[config.mk]
export PLATFORM = sky130hd
export DESIGN_NAME = deadlock_detector_core
export DESIGN_NICKNAME = d
export VERILOG_FILES = /design/src/design/dd_pkg.sv /design/src/design/dd_ctrl.sv /design/src/design/dd_datapath.sv /design/src/design/deadlock_detector_core.sv
export SDC_FILE = /design/constraint.sdc
export NUM_CORES = 2
export LEC_CHECK = 0
export BUFFER_PORTS_ARGS = -buffer_cell sky130_fd_sc_hd__buf_2
export CAP_MARGIN = 10
export CORE_AREA = 4 4 667 669
export DETAILED_ROUTE_END_ITERATION = 8
export DIE_AREA = 0 0 671 673
export PLACE_DENSITY_LB_ADDON = 0.12
export SETUP_SLACK_MARGIN = 0.4
export SKIP_LAST_GASP = 1
export SYNTH_ARGS = -nofsm -noshare
export SYNTH_HDL_FRONTEND = slang
export SYNTH_HIERARCHICAL = 1
export SYNTH_MEMORY_MAX_BITS = 65536
export SYNTH_SLANG_ARGS = --single-unit
[constraint.sdc]
create_clock -name clk -period 12.7 [get_ports clk]
set_input_delay 2.54 -clock clk [delete_from_list [all_inputs] [get_ports clk]]
set_output_delay 2.54 -clock clk [all_outputs]
set_load 0.02 [all_outputs]
[src/design/dd_pkg.sv]
package dd_pkg;

  // default sizes, handed to the top level parameters
  localparam int MAX_PROCESSES_DEF = 16;
  localparam int MAX_RESOURCES_DEF = 8;
  localparam int AMOUNT_WIDTH_DEF  = 16;

  // fixed field widths
  localparam int OP_W        = 2;
  localparam int PIDX_W      = 4;
  localparam int RIDX_W      = 3;
  localparam int PCNT_W      = 5;
  localparam int RCNT_W      = 4;
  localparam int BCNT_W      = 5;
  localparam int OUT_TDATA_W = 8;
  localparam int CFG_INDEX_W = 4;
  localparam int CFG_DATA_W  = 8;

  // configuration reset values
  localparam logic [PCNT_W-1:0] PCNT_RESET = PCNT_W'(16);
  localparam logic [RCNT_W-1:0] RCNT_RESET = RCNT_W'(8);

  // configuration register indexes
  localparam logic [CFG_INDEX_W-1:0] CFG_PROCESS_COUNT  = CFG_INDEX_W'(0);
  localparam logic [CFG_INDEX_W-1:0] CFG_RESOURCE_COUNT = CFG_INDEX_W'(1);

  // item operation codes
  localparam logic [OP_W-1:0] OP_TOTAL   = 2'd0;
  localparam logic [OP_W-1:0] OP_REQUEST = 2'd1;
  localparam logic [OP_W-1:0] OP_ALLOC   = 2'd2;
  localparam logic [OP_W-1:0] OP_START   = 2'd3;

  // controller to datapath commands
  typedef struct packed {
    logic load;      // write a load item into its store
    logic start;     // capture counts, clear i, j and the nonzero marks
    logic wk_total;  // work[j] = total[j]
    logic rd;        // read request and allocation at (i, j)
    logic av_sub;    // work[j] -= alloc, note nonzero allocation
    logic av_add;    // work[j] += alloc
    logic chk;       // fit &= request <= work[j]
    logic mark_init; // finished = all-zero allocation
    logic fin_set;   // mark process i finished
    logic fit_set;
    logic chg_set;
    logic chg_clr;
    logic i_clr;
    logic i_inc;
    logic j_clr;
    logic j_inc;
    logic cnt_clr;
    logic cnt_add;   // count process i if unmarked
    logic res_wr;    // load the result register
  } dd_cmd_t;

  // datapath to controller status
  typedef struct packed {
    logic i_end;
    logic j_end;
    logic fin_cur;
    logic fit;
    logic changed;
    logic out_busy;
  } dd_sts_t;

endpackage

[src/design/dd_ctrl.sv]
module dd_ctrl
  import dd_pkg::*;
(
  input  logic    clk,
  input  logic    rst_n,
  input  logic    in_valid,
  input  logic    in_is_start,
  output logic    in_ready,
  input  dd_sts_t sts,
  output dd_cmd_t cmd
);

  typedef enum logic [3:0] {
    S_IDLE,
    S_AV_COL,
    S_AV_RD,
    S_AV_ACC,
    S_SC_PROC,
    S_SC_RD,
    S_SC_CHK,
    S_AD_RD,
    S_AD_ACC,
    S_CNT
  } state_t;

  state_t state_r, state_nxt;

  assign in_ready = (state_r == S_IDLE);

  // next state and commands
  always_comb begin
    state_nxt = state_r;
    cmd       = '0;
    case (state_r)
      S_IDLE: begin
        if (in_valid && in_is_start) begin
          cmd.start = 1'b1;
          state_nxt = S_AV_COL;
        end else if (in_valid) begin
          cmd.load = 1'b1;
        end
      end
      // available = total minus column sum of allocations
      S_AV_COL: begin
        if (sts.j_end) begin
          cmd.mark_init = 1'b1;
          cmd.chg_clr   = 1'b1;
          cmd.i_clr     = 1'b1;
          state_nxt     = S_SC_PROC;
        end else begin
          cmd.wk_total = 1'b1;
          cmd.i_clr    = 1'b1;
          state_nxt    = S_AV_RD;
        end
      end
      S_AV_RD: begin
        if (sts.i_end) begin
          cmd.j_inc = 1'b1;
          state_nxt = S_AV_COL;
        end else begin
          cmd.rd    = 1'b1;
          state_nxt = S_AV_ACC;
        end
      end
      S_AV_ACC: begin
        cmd.av_sub = 1'b1;
        cmd.i_inc  = 1'b1;
        state_nxt  = S_AV_RD;
      end
      // sweep processes until a whole pass marks nothing
      S_SC_PROC: begin
        if (sts.i_end) begin
          cmd.i_clr = 1'b1;
          if (sts.changed) begin
            cmd.chg_clr = 1'b1;
          end else begin
            cmd.cnt_clr = 1'b1;
            state_nxt   = S_CNT;
          end
        end else if (sts.fin_cur) begin
          cmd.i_inc = 1'b1;
        end else begin
          cmd.j_clr   = 1'b1;
          cmd.fit_set = 1'b1;
          state_nxt   = S_SC_RD;
        end
      end
      S_SC_RD: begin
        if (sts.j_end) begin
          if (sts.fit) begin
            cmd.j_clr = 1'b1;
            state_nxt = S_AD_RD;
          end else begin
            cmd.i_inc = 1'b1;
            state_nxt = S_SC_PROC;
          end
        end else begin
          cmd.rd    = 1'b1;
          state_nxt = S_SC_CHK;
        end
      end
      S_SC_CHK: begin
        cmd.chk   = 1'b1;
        cmd.j_inc = 1'b1;
        state_nxt = S_SC_RD;
      end
      // release the allocation of a process that fits
      S_AD_RD: begin
        if (sts.j_end) begin
          cmd.fin_set = 1'b1;
          cmd.chg_set = 1'b1;
          cmd.i_inc   = 1'b1;
          state_nxt   = S_SC_PROC;
        end else begin
          cmd.rd    = 1'b1;
          state_nxt = S_AD_ACC;
        end
      end
      S_AD_ACC: begin
        cmd.av_add = 1'b1;
        cmd.j_inc  = 1'b1;
        state_nxt  = S_AD_RD;
      end
      // count unmarked processes, then post the result
      S_CNT: begin
        if (!sts.i_end) begin
          cmd.cnt_add = 1'b1;
          cmd.i_inc   = 1'b1;
        end else if (!sts.out_busy) begin
          cmd.res_wr = 1'b1;
          state_nxt  = S_IDLE;
        end
      end
      default: begin
        state_nxt = S_IDLE;
      end
    endcase
  end

  // state register
  always_ff @(posedge clk) begin
    if (!rst_n) begin
      state_r <= S_IDLE;
    end else begin
      state_r <= state_nxt;
    end
  end

endmodule

[src/design/dd_datapath.sv]
module dd_datapath
  import dd_pkg::*;
#(
  parameter int MAX_PROCESSES = MAX_PROCESSES_DEF,
  parameter int MAX_RESOURCES = MAX_RESOURCES_DEF,
  parameter int AMOUNT_WIDTH  = AMOUNT_WIDTH_DEF
) (
  input  logic                    clk,
  input  logic                    rst_n,
  input  logic                    cfg_valid,
  input  logic [CFG_INDEX_W-1:0]  cfg_index,
  input  logic [CFG_DATA_W-1:0]   cfg_data,
  input  logic [OP_W-1:0]         ld_op,
  input  logic [PIDX_W-1:0]       ld_pidx,
  input  logic [RIDX_W-1:0]       ld_ridx,
  input  logic [AMOUNT_WIDTH-1:0] ld_amount,
  input  dd_cmd_t                 cmd,
  output dd_sts_t                 sts,
  input  logic                    out_tready,
  output logic                    out_valid,
  output logic                    out_deadlocked,
  output logic [BCNT_W-1:0]       out_blocked_count
);

  localparam int PW  = $clog2(MAX_PROCESSES);
  localparam int RW  = (MAX_RESOURCES > 1) ? $clog2(MAX_RESOURCES) : 1;
  localparam int PCW = $clog2(MAX_PROCESSES + 1);
  localparam int RCW = $clog2(MAX_RESOURCES + 1);
  // work spans total down to total minus every allocation
  localparam int WW  = AMOUNT_WIDTH + PW + 1;

  // configuration
  logic [PCNT_W-1:0] pcnt_r;
  logic [RCNT_W-1:0] rcnt_r;

  // detection control
  logic [PCW-1:0] np_r, i_r, cnt_r;
  logic [RCW-1:0] nr_r, j_r;
  logic           fit_r, chg_r;
  logic [MAX_PROCESSES-1:0] nz_r, fin_r;

  // stores
  logic [AMOUNT_WIDTH-1:0] total_r [MAX_RESOURCES];
  logic [AMOUNT_WIDTH-1:0] req_mem [MAX_PROCESSES][MAX_RESOURCES];
  logic [AMOUNT_WIDTH-1:0] alc_mem [MAX_PROCESSES][MAX_RESOURCES];
  logic [AMOUNT_WIDTH-1:0] req_q, alc_q;
  logic signed [WW-1:0]    work_r [MAX_RESOURCES];

  // result register
  logic              out_valid_r;
  logic              dead_r;
  logic [BCNT_W-1:0] bcnt_r;

  logic [PW-1:0]        i_idx;
  logic [RW-1:0]        j_idx;
  logic                 ld_p_ok, ld_r_ok;
  logic [PW-1:0]        ld_p;
  logic [RW-1:0]        ld_r;
  logic signed [WW-1:0] work_cur, req_ext, alc_ext, tot_ext;

  assign i_idx    = i_r[PW-1:0];
  assign j_idx    = j_r[RW-1:0];
  assign ld_p_ok  = (32'(ld_pidx) < MAX_PROCESSES);
  assign ld_r_ok  = (32'(ld_ridx) < MAX_RESOURCES);
  assign ld_p     = PW'(ld_pidx);
  assign ld_r     = RW'(ld_ridx);
  assign work_cur = work_r[j_idx];
  assign req_ext  = $signed({{(WW-AMOUNT_WIDTH){1'b0}}, req_q});
  assign alc_ext  = $signed({{(WW-AMOUNT_WIDTH){1'b0}}, alc_q});
  assign tot_ext  = $signed({{(WW-AMOUNT_WIDTH){1'b0}}, total_r[j_idx]});

  // status back to the controller
  always_comb begin
    sts.i_end    = (i_r == np_r);
    sts.j_end    = (j_r == nr_r);
    sts.fin_cur  = fin_r[i_idx];
    sts.fit      = fit_r;
    sts.changed  = chg_r;
    sts.out_busy = out_valid_r && !out_tready;
  end

  // configuration registers
  always_ff @(posedge clk) begin
    if (!rst_n) begin
      pcnt_r <= PCNT_RESET;
      rcnt_r <= RCNT_RESET;
    end else if (cfg_valid) begin
      case (cfg_index)
        CFG_PROCESS_COUNT:  pcnt_r <= cfg_data[PCNT_W-1:0];
        CFG_RESOURCE_COUNT: rcnt_r <= cfg_data[RCNT_W-1:0];
        default: ;
      endcase
    end
  end

  // counters, flags and marks
  always_ff @(posedge clk) begin
    if (!rst_n) begin
      np_r  <= '0;
      nr_r  <= '0;
      i_r   <= '0;
      j_r   <= '0;
      cnt_r <= '0;
      fit_r <= 1'b0;
      chg_r <= 1'b0;
      nz_r  <= '0;
      fin_r <= '0;
    end else begin
      if (cmd.start) begin
        np_r <= (32'(pcnt_r) > MAX_PROCESSES) ? PCW'(MAX_PROCESSES) : PCW'(pcnt_r);
        nr_r <= (32'(rcnt_r) > MAX_RESOURCES) ? RCW'(MAX_RESOURCES) : RCW'(rcnt_r);
        nz_r <= '0;
      end
      if (cmd.start || cmd.i_clr) begin
        i_r <= '0;
      end else if (cmd.i_inc) begin
        i_r <= i_r + PCW'(1);
      end
      if (cmd.start || cmd.j_clr) begin
        j_r <= '0;
      end else if (cmd.j_inc) begin
        j_r <= j_r + RCW'(1);
      end
      if (cmd.av_sub && (alc_q != '0)) begin
        nz_r[i_idx] <= 1'b1;
      end
      if (cmd.mark_init) begin
        fin_r <= ~nz_r;
      end else if (cmd.fin_set) begin
        fin_r[i_idx] <= 1'b1;
      end
      if (cmd.fit_set) begin
        fit_r <= 1'b1;
      end else if (cmd.chk && (req_ext > work_cur)) begin
        fit_r <= 1'b0;
      end
      if (cmd.chg_clr) begin
        chg_r <= 1'b0;
      end else if (cmd.chg_set) begin
        chg_r <= 1'b1;
      end
      if (cmd.cnt_clr) begin
        cnt_r <= '0;
      end else if (cmd.cnt_add && !fin_r[i_idx]) begin
        cnt_r <= cnt_r + PCW'(1);
      end
    end
  end

  // total amounts
  always_ff @(posedge clk) begin
    if (cmd.load && (ld_op == OP_TOTAL) && ld_r_ok) begin
      total_r[ld_r] <= ld_amount;
    end
  end

  // request matrix, registered read
  always_ff @(posedge clk) begin
    if (cmd.load && (ld_op == OP_REQUEST) && ld_p_ok && ld_r_ok) begin
      req_mem[ld_p][ld_r] <= ld_amount;
    end
    if (cmd.rd) begin
      req_q <= req_mem[i_idx][j_idx];
    end
  end

  // allocation matrix, registered read
  always_ff @(posedge clk) begin
    if (cmd.load && (ld_op == OP_ALLOC) && ld_p_ok && ld_r_ok) begin
      alc_mem[ld_p][ld_r] <= ld_amount;
    end
    if (cmd.rd) begin
      alc_q <= alc_mem[i_idx][j_idx];
    end
  end

  // work vector
  always_ff @(posedge clk) begin
    if (cmd.wk_total) begin
      work_r[j_idx] <= tot_ext;
    end else if (cmd.av_sub) begin
      work_r[j_idx] <= work_cur - alc_ext;
    end else if (cmd.av_add) begin
      work_r[j_idx] <= work_cur + alc_ext;
    end
  end

  // result register
  always_ff @(posedge clk) begin
    if (!rst_n) begin
      out_valid_r <= 1'b0;
    end else if (cmd.res_wr) begin
      out_valid_r <= 1'b1;
    end else if (out_tready) begin
      out_valid_r <= 1'b0;
    end
  end

  always_ff @(posedge clk) begin
    if (cmd.res_wr) begin
      dead_r <= (cnt_r != '0);
      bcnt_r <= BCNT_W'(cnt_r);
    end
  end

  assign out_valid         = out_valid_r;
  assign out_deadlocked    = dead_r;
  assign out_blocked_count = bcnt_r;

`ifndef SYNTHESIS
  a_fin_needs_fit: assert property (@(posedge clk) disable iff (!rst_n)
    cmd.fin_set |-> fit_r)
    else $error("process marked without a fitting request");
  a_i_in_range: assert property (@(posedge clk) disable iff (!rst_n)
    i_r <= np_r)
    else $error("process counter past process count");
  a_j_in_range: assert property (@(posedge clk) disable iff (!rst_n)
    j_r <= nr_r)
    else $error("resource counter past resource count");
  a_rd_in_range: assert property (@(posedge clk) disable iff (!rst_n)
    cmd.rd |-> (i_r < np_r) && (j_r < nr_r))
    else $error("matrix read outside the active region");
  a_no_overwrite: assert property (@(posedge clk) disable iff (!rst_n)
    cmd.res_wr |-> !(out_valid_r && !out_tready))
    else $error("result overwritten before it was taken");
`endif

endmodule

[src/design/deadlock_detector_core.sv]
// Multi-instance deadlock detector. Load items (op 0 total, 1 request, 2 allocation) give
// no result; indexes at or past the maximum sizes are dropped. A start item (op 3) runs
// detection and gives one item with the deadlock flag and the number of blocked processes.
// Detection forms the available vector from the totals and the allocations, then sweeps
// over the P processes and R resources in use, marking each process whose request fits
// and releasing its allocation, until a sweep marks no process, and then counts the
// unmarked processes; the request and allocation memories are read one entry at a time.
// A finished result waits in an output register, and loads are taken meanwhile; the next
// detection holds its result until that register is free. Request and allocation entries
// in use must be written before a start.
module deadlock_detector_core
  import dd_pkg::*;
#(
  parameter int MAX_PROCESSES = MAX_PROCESSES_DEF,
  parameter int MAX_RESOURCES = MAX_RESOURCES_DEF,
  parameter int AMOUNT_WIDTH  = AMOUNT_WIDTH_DEF
) (
  input  logic                   clk,
  input  logic                   rst_n,
  input  logic                   in_tvalid,
  output logic                   in_tready,
  // op
  input  logic [OP_W-1:0]        in_tuser,
  // process_index, resource_index, amount
  input  logic [((PIDX_W + RIDX_W + AMOUNT_WIDTH + 7) / 8) * 8 - 1:0] in_tdata,
  // deadlocked, blocked_count
  output logic                   out_tvalid,
  input  logic                   out_tready,
  output logic [OUT_TDATA_W-1:0] out_tdata,
  input  logic                   cfg_valid,
  output logic                   cfg_ready,
  input  logic [CFG_INDEX_W-1:0] cfg_index,
  input  logic [CFG_DATA_W-1:0]  cfg_data
);

  localparam int RIDX_LSB = PIDX_W;
  localparam int AMT_LSB  = PIDX_W + RIDX_W;

  logic [OP_W-1:0]         in_op;
  logic [PIDX_W-1:0]       in_pidx;
  logic [RIDX_W-1:0]       in_ridx;
  logic [AMOUNT_WIDTH-1:0] in_amount;
  logic                    res_dead;
  logic [BCNT_W-1:0]       res_bcnt;
  dd_cmd_t                 cmd;
  dd_sts_t                 sts;

  // unpack input item
  assign in_op     = in_tuser;
  assign in_pidx   = in_tdata[PIDX_W-1:0];
  assign in_ridx   = in_tdata[RIDX_LSB +: RIDX_W];
  assign in_amount = in_tdata[AMT_LSB +: AMOUNT_WIDTH];

  assign cfg_ready = 1'b1;

  dd_ctrl u_ctrl (
    .clk         (clk),
    .rst_n       (rst_n),
    .in_valid    (in_tvalid),
    .in_is_start (in_op == OP_START),
    .in_ready    (in_tready),
    .sts         (sts),
    .cmd         (cmd)
  );

  dd_datapath #(
    .MAX_PROCESSES (MAX_PROCESSES),
    .MAX_RESOURCES (MAX_RESOURCES),
    .AMOUNT_WIDTH  (AMOUNT_WIDTH)
  ) u_datapath (
    .clk               (clk),
    .rst_n             (rst_n),
    .cfg_valid         (cfg_valid),
    .cfg_index         (cfg_index),
    .cfg_data          (cfg_data),
    .ld_op             (in_op),
    .ld_pidx           (in_pidx),
    .ld_ridx           (in_ridx),
    .ld_amount         (in_amount),
    .cmd               (cmd),
    .sts               (sts),
    .out_tready        (out_tready),
    .out_valid         (out_tvalid),
    .out_deadlocked    (res_dead),
    .out_blocked_count (res_bcnt)
  );

  // pack result item
  assign out_tdata = {{(OUT_TDATA_W - BCNT_W - 1){1'b0}}, res_bcnt, res_dead};

endmodule

## After elaboration in Yosys (flattened, before gate mapping)

Memories as Yosys holds them, arrays and structs flattened. A register that Yosys moved wholly into a read port is not among the register bits.
Cells that the tools add are included.

- Bits in registers: 109
- Memory bits (writable): 4392
- Input port bits: 43
- Memories: 4

- $add $sub $neg: 5
- Order comparisons: 8
- Eq/ne operators: 20
- Multiplexer cells: 95
- Bitwise gates (word level): 8
- Reductions and logical operators: 31

Memory list:

| name | depth | width | read ports | clocked after Yosys merged registers in | wr ports | line | source |
|---|---|---|---|---|---|---|---|
| u_datapath.alc_mem | 16 | 128 | 1 | 1 | 1 | dd_datapath.sv:45 | `logic [AMOUNT_WIDTH-1:0] alc_mem [MAX_PROCESSES][MAX_RESOURCES];` |
| u_datapath.req_mem | 16 | 128 | 1 | 1 | 1 | dd_datapath.sv:44 | `logic [AMOUNT_WIDTH-1:0] req_mem [MAX_PROCESSES][MAX_RESOURCES];` |
| u_datapath.work_r | 8 | 21 | 1 | 1 | 1 | dd_datapath.sv:47 | `logic signed [WW-1:0] work_r [MAX_RESOURCES];` |
| u_datapath.total_r | 8 | 16 | 1 | 1 | 1 | dd_datapath.sv:43 | `logic [AMOUNT_WIDTH-1:0] total_r [MAX_RESOURCES];` |

Operators with widths:

| cell | count |
|---|---|
| 128-bit 2-to-1 mux | 2 |
| 16-bit 2-to-1 mux | 10 |
| 16-bit binary-select mux with 3-bit select | 2 |
| 4-bit 2-to-1 mux | 13 |
| 16-bit demux with 3-bit select | 1 |
| 1-bit 2-to-1 mux | 44 |
| 21-bit 2-to-1 mux | 2 |
| 4-bit case mux with 10 select lines | 1 |
| 16-bit OR | 2 |
| 21-bit by 17-bit adder with 21-bit output | 1 |
| 17-bit by 21-bit > comparator with 1-bit output | 1 |
| 21-bit by 17-bit subtractor with 21-bit output | 1 |
| 4-bit by 3-bit == test with 1-bit output (second input constant) | 4 |
| 16-bit NOT | 1 |
| 16-bit nonzero test | 1 |
| 3-bit 2-to-1 mux | 5 |
| 2-bit 2-to-1 mux | 7 |
| 2-bit OR reduction | 6 |
| 5-bit by 1-bit adder with 5-bit output (second input constant) | 2 |
| 1-bit logical AND | 10 |
| 4-bit by 1-bit == test with 1-bit output (second input constant) | 2 |
| 4-bit by 2-bit == test with 1-bit output (second input constant) | 2 |
| 4-bit == test (second input constant) | 2 |
| 4-bit >= comparator (second input constant) | 2 |
| other kinds (31) | 43 |

## Longest topological paths before layout

- Depth in word-level cells: 8
- Depth in mapped cells: 17

## By module

The synthesis kept the hierarchy.

Modules (own cells, without submodules):

| module | instances | cells an instance | area each (sq um) | seq. area each (sq um) |
|---|---|---|---|---|
| dd_datapath | 1 | 7655 | 174473.6 | 134509.0 |
| dd_ctrl | 1 | 85 | 575.6 | 80.1 |
| deadlock_detector_core | 1 | 7 | 43.8 | 0.0 |

## Least setup slack after synthesis

No wires, ideal clock.

- Path kind: in2reg
- Start point: in in_tuser[0]
- End point: mem u_datapath/total_r[1][0] (netlist name), enable pin
- Arrival time: 5.254 ns
- Setup slack: 7.009 ns
- Cell stages on the path: 5
- Buffers on the path: 1
- Path through: and2_1 nor2_1 or3b_2 clkbuf_1 nor4b_1

RTL lines:

| element | line | source |
|---|---|---|
| start, declared | deadlock_detector_core.sv:23 | `input logic [OP_W-1:0] in_tuser,` |
| end, declared | dd_datapath.sv:43 |  |

==> results.py <==
metrics = {
    "worst_setup_path": {
        "cp.depth": 11,
        "cp_top_family": "compound AO/OA/AOI/OAI gates",
        "cp.arrival_ps": 6390,
        "crit_buf_inv": 3,
        "startpoint_type": "flip-flop",
        "endpoint_kind": "flip-flop",
        "cpMostUsedCell": "inv_1",
        "reg2reg_to": "u_datapath/work_r[0][15]$_DFFE_PP_",
        "rr_worst_depth": 11,
        "crit_type": "reg2reg",
        "path_cells": "buf_4 -> mux4_2 -> mux2i_1 -> inv_1 -> ha_1 -> inv_1 -> nor4_1 -> o2111ai_1 -> a31oi_1 -> o32ai_1 -> a211oi_1",
        "crit_path_max_incr_delay_ps": 850,
        "cp.required_ps": 13320,
        "crit_end": "u_datapath/work_r[0][15]$_DFFE_PP_",
        "ff2ff_setup_slack_ps": 6920,
        "slowest_stage": "a211oi_1",
        "critPathMaxFanout": 44,
    },
    "job": {
        "cap_violations": 0,
    },
    "route": {
        "drc": 0,
        "routed_wl_microns": 457000,
        "dr.first_iter.drc_count": 8620,
        "first_pass_iters": 5,
        "viasPerCell": 5.61,
        "wl_per_cell_microns": 31.7,
        "ant_nets": 0,
        "num_vias": 81000,
    },
    "timing": {
        "finalSetupTns_ps": 0,
        "min_period_ps": 5780,
        "setup_viol": 0,
        "fmax_ghz": 0.173,
        "slew_headroom_pct": 8.48,
        "finalCritPeriodShare_pct": 45.5,
        "report.final.slew_viol_count": 0,
        "finalHoldViolations": 0,
        "tightest_slew_ps": 1370,
        "clock_skew_ps": 49.9,
        "rsz0062_at_grt": "no",
    },
    "floorplan": {
        "row_count": 243,
        "core_area_sq_um": 438000,
        "start_util_pct": 40.0,
        "io_pins": 54,
        "die-area_sq_um": 452000,
        "die_w_microns": 671,
        "die_h_microns": 673,
    },
    "logic_synthesis": {
        "postSynthCellCount": 7747,
        "synth_ff_type": "edfxtp_1",
        "ys_warn_count": 6,
        "ys_seq_elements": 4508,
        "syn_area_per_cell_sq_um": 22.6,
        "synth_area_sq_um": 175000,
        "synth_edf_count": 4430,
        "ys_seq_area_share_pct": 76.9,
        "async_reset_ff_share_pct": 0,
        "synth_cell_types": 77,
    },
    "global_routing": {
        "grt_antenna_before_repair": 30,
        "grt.total_usage_pct": 20.0,
        "grt_pass1_vias": 82900,
        "grt_remaining_overflow": 0,
        "grt_pass1_wl_microns": 645000,
        "grt_start_max_net_pins": 184,
    },
    "placement": {
        "dpl.hpwl_microns": 270000,
        "gp_congestion": 0.819,
        "port_buffers": 46,
    },
    "clocking": {
        "cts-root-buf": "clkbuf_16",
        "post_cts_buffers": 0,
        "h-tree-depth": 5,
        "clock_latency_ps": 990,
        "cts_resized": 0,
        "ctsHoldBuffers": 0,
        "cts_tree": "built",
        "clockBufferDepth": 4,
        "cts_made_buffers": 471,
        "path_clk_slew_ps": 60,
        "cts.sinks": 4508,
    },
    "min_path": {
        "hp-class": "reg2reg",
    },
    "final_layout": {
        "finish.utilization_pct": 45.4,
        "drive_above_1_share_pct": 29.8,
        "fill_cells": 36700,
        "syn_to_final_growth_pct": 13.6,
        "layout.nets": 8216,
    },
    "power_and_ir_drop": {
        "cellLeakagePower_uw": 0.0601,
        "powerDensity_nw_per_um2": 160,
        "vdd_drop_max_mv": 0.115,
    },
    "outcome": {
        "run_status": "finished, final reports clean",
    },
}
==> synthesized netlist by cell type (all sizes together), types with 23 or more instances <==
library cell	instances	share of area (%)
nand3	23	0.066
mux2i	55	0.31
inv	310	0.66
nor2b	47	0.17
o21ai	38	0.11
mux4	1359	17
clkbuf	253	0.54
nand2	110	0.24
dfxtp	78	0.89
buf	169	0.49
nor3	31	0.091
edfxtp	4430	76
nor2	328	0.70
a21oi	44	0.13
ha	55	0.39
or4	33	0.14
o22ai	137	0.49
==> state kept, by name, summed over array words and instances (netlist names), 5 cells and up, named ones only <==
signal and cells:
u_datapath/nz_r 16, u_datapath/i_r 5, u_datapath/work_r 168, u_datapath/alc_mem 2048, u_datapath/np_r 5, u_datapath/req_mem 2048
u_datapath/out_blocked_count 5, u_datapath/req_q 16, u_datapath/total_r 128, u_datapath/cnt_r 5, u_datapath/fin_r 16, u_datapath/pcnt_r 5
u_datapath/alc_q 16
==> cells in the final DEF (no fill, tap or decap), drive strengths merged, types with 11 or more instances in the layout <==
cell    count
nor2b      47
nand2b     18
mux4     1359
o22ai     137
nand4      14
clkbuf    586
bufinv     37
nor3       31
o311a      18
nor4       15
nand2     110
inv       324
edfxtp   4430
a21oi      44
a211oi     11
diode      25
nand3      23
or4        33
o21ai      38
dfxtp      78
clkinv    231
a21o       15
nor2      328
mux2i      55
xor2       15
ha         55
buf       317
==> worst min path at each step <==
stage,endpoint,slack [ps],startpoint,cells past startpoint
6_report,u_datapath/nz_r[7]$_SDFF_PN0_,460,u_datapath/nz_r[7]$_SDFF_PN0_,2
5_1_grt,u_datapath/nz_r[3]$_SDFF_PN0_,480,u_datapath/nz_r[3]$_SDFF_PN0_,2
4_1_cts,u_datapath/nz_r[7]$_SDFF_PN0_,460,u_datapath/nz_r[7]$_SDFF_PN0_,2
3_5_place_dp,u_datapath/nz_r[2]$_SDFF_PN0_,450,u_datapath/nz_r[2]$_SDFF_PN0_,2
3_3_place_gp,u_datapath/nz_r[0]$_SDFF_PN0_,430,u_datapath/nz_r[0]$_SDFF_PN0_,2
2_1_floorplan,u_datapath/nz_r[0]$_SDFF_PN0_,420,u_datapath/nz_r[0]$_SDFF_PN0_,2
==> worst reg2reg max path: stages (launching register included) <==
cell	delay (ps)
dfxtp_4	640
buf_4	690
mux4_2	460
mux2i_1	590
inv_1	150
ha_1	490
inv_1	190
nor4_1	680
o2111ai_1	280
a31oi_1	280
o32ai_1	120
a211oi_1	850
==> where the power goes <==
part           internal [uW]  total [uW]  switching [uW]
sequential             16400       16500            75.1
clock                   7640       13300            5650
combinational            812        2020            1200
==> cell families (layout without fill, tap and decap cells) <==
| kind of cell | Yosys count | count (layout) | share of synthesized area (%) |
|---|---|---|---|
| muxes | 1414 | 1414 | 17.8 |
| adders and majority gates | 57 | 57 | 0.416 |
| xor gates and xnor gates | 22 | 22 | 0.110 |
| AOI/OAI and AO/OA | 335 | 335 | 1.29 |
| other | 2 | 28 | 0.00429 |
| and+or+nand+nor | 676 | 676 | 1.82 |
| buffers and inverters | 733 | 1502 | 1.70 |
| DFF | 4508 | 4508 | 76.9 |
==> routing by layer <==
layer  part of all wire, %  vias to the layer above  global-route usage, %
met3                   5.6                      623                   2.83
met4                   2.6                        2                   5.36
met1                    43                    44400                   28.5
met5                0.0028                        -                      0
li1                      -                    33400                      -
met2                    49                     2484                   32.6
==> final cells by class <==
| cell class | count | area [sq um] | share of cell area (%) |
|---|---|---|---|
| Sequential cell | 4508 | 135000 | 67.7 |
| Multi-Input combinational cell | 2507 | 38100 | 19.2 |
| Clock buffer | 586 | 12400 | 6.24 |
| Tap cell | 5880 | 7360 | 3.70 |
| Timing Repair Buffer | 317 | 2710 | 1.36 |
| Clock inverter | 288 | 2440 | 1.23 |
| Inverter | 311 | 1170 | 0.587 |
| Antenna cell | 25 | 62.6 | 0.0315 |
==> through the flow <==
step / power [uW] / cells / instance area, sq um / setup slack (ps) / hold slack, ps
after floorplan: 18000 / 7748 / 175000 / 7010 / 425
after global placement: 18800 / 13500 / 184000 / 6210 / 434
after detailed placement: 18900 / 13500 / 184000 / 6120 / 445
after CTS: 32200 / 14400 / 199000 / 6980 / 461
after global routing: 33000 / 14400 / 199000 / 6600 / 479
final: 31800 / 14400 / 199000 / 6920 / 458
No activity file was read; power rests on OpenSTA's default activity.
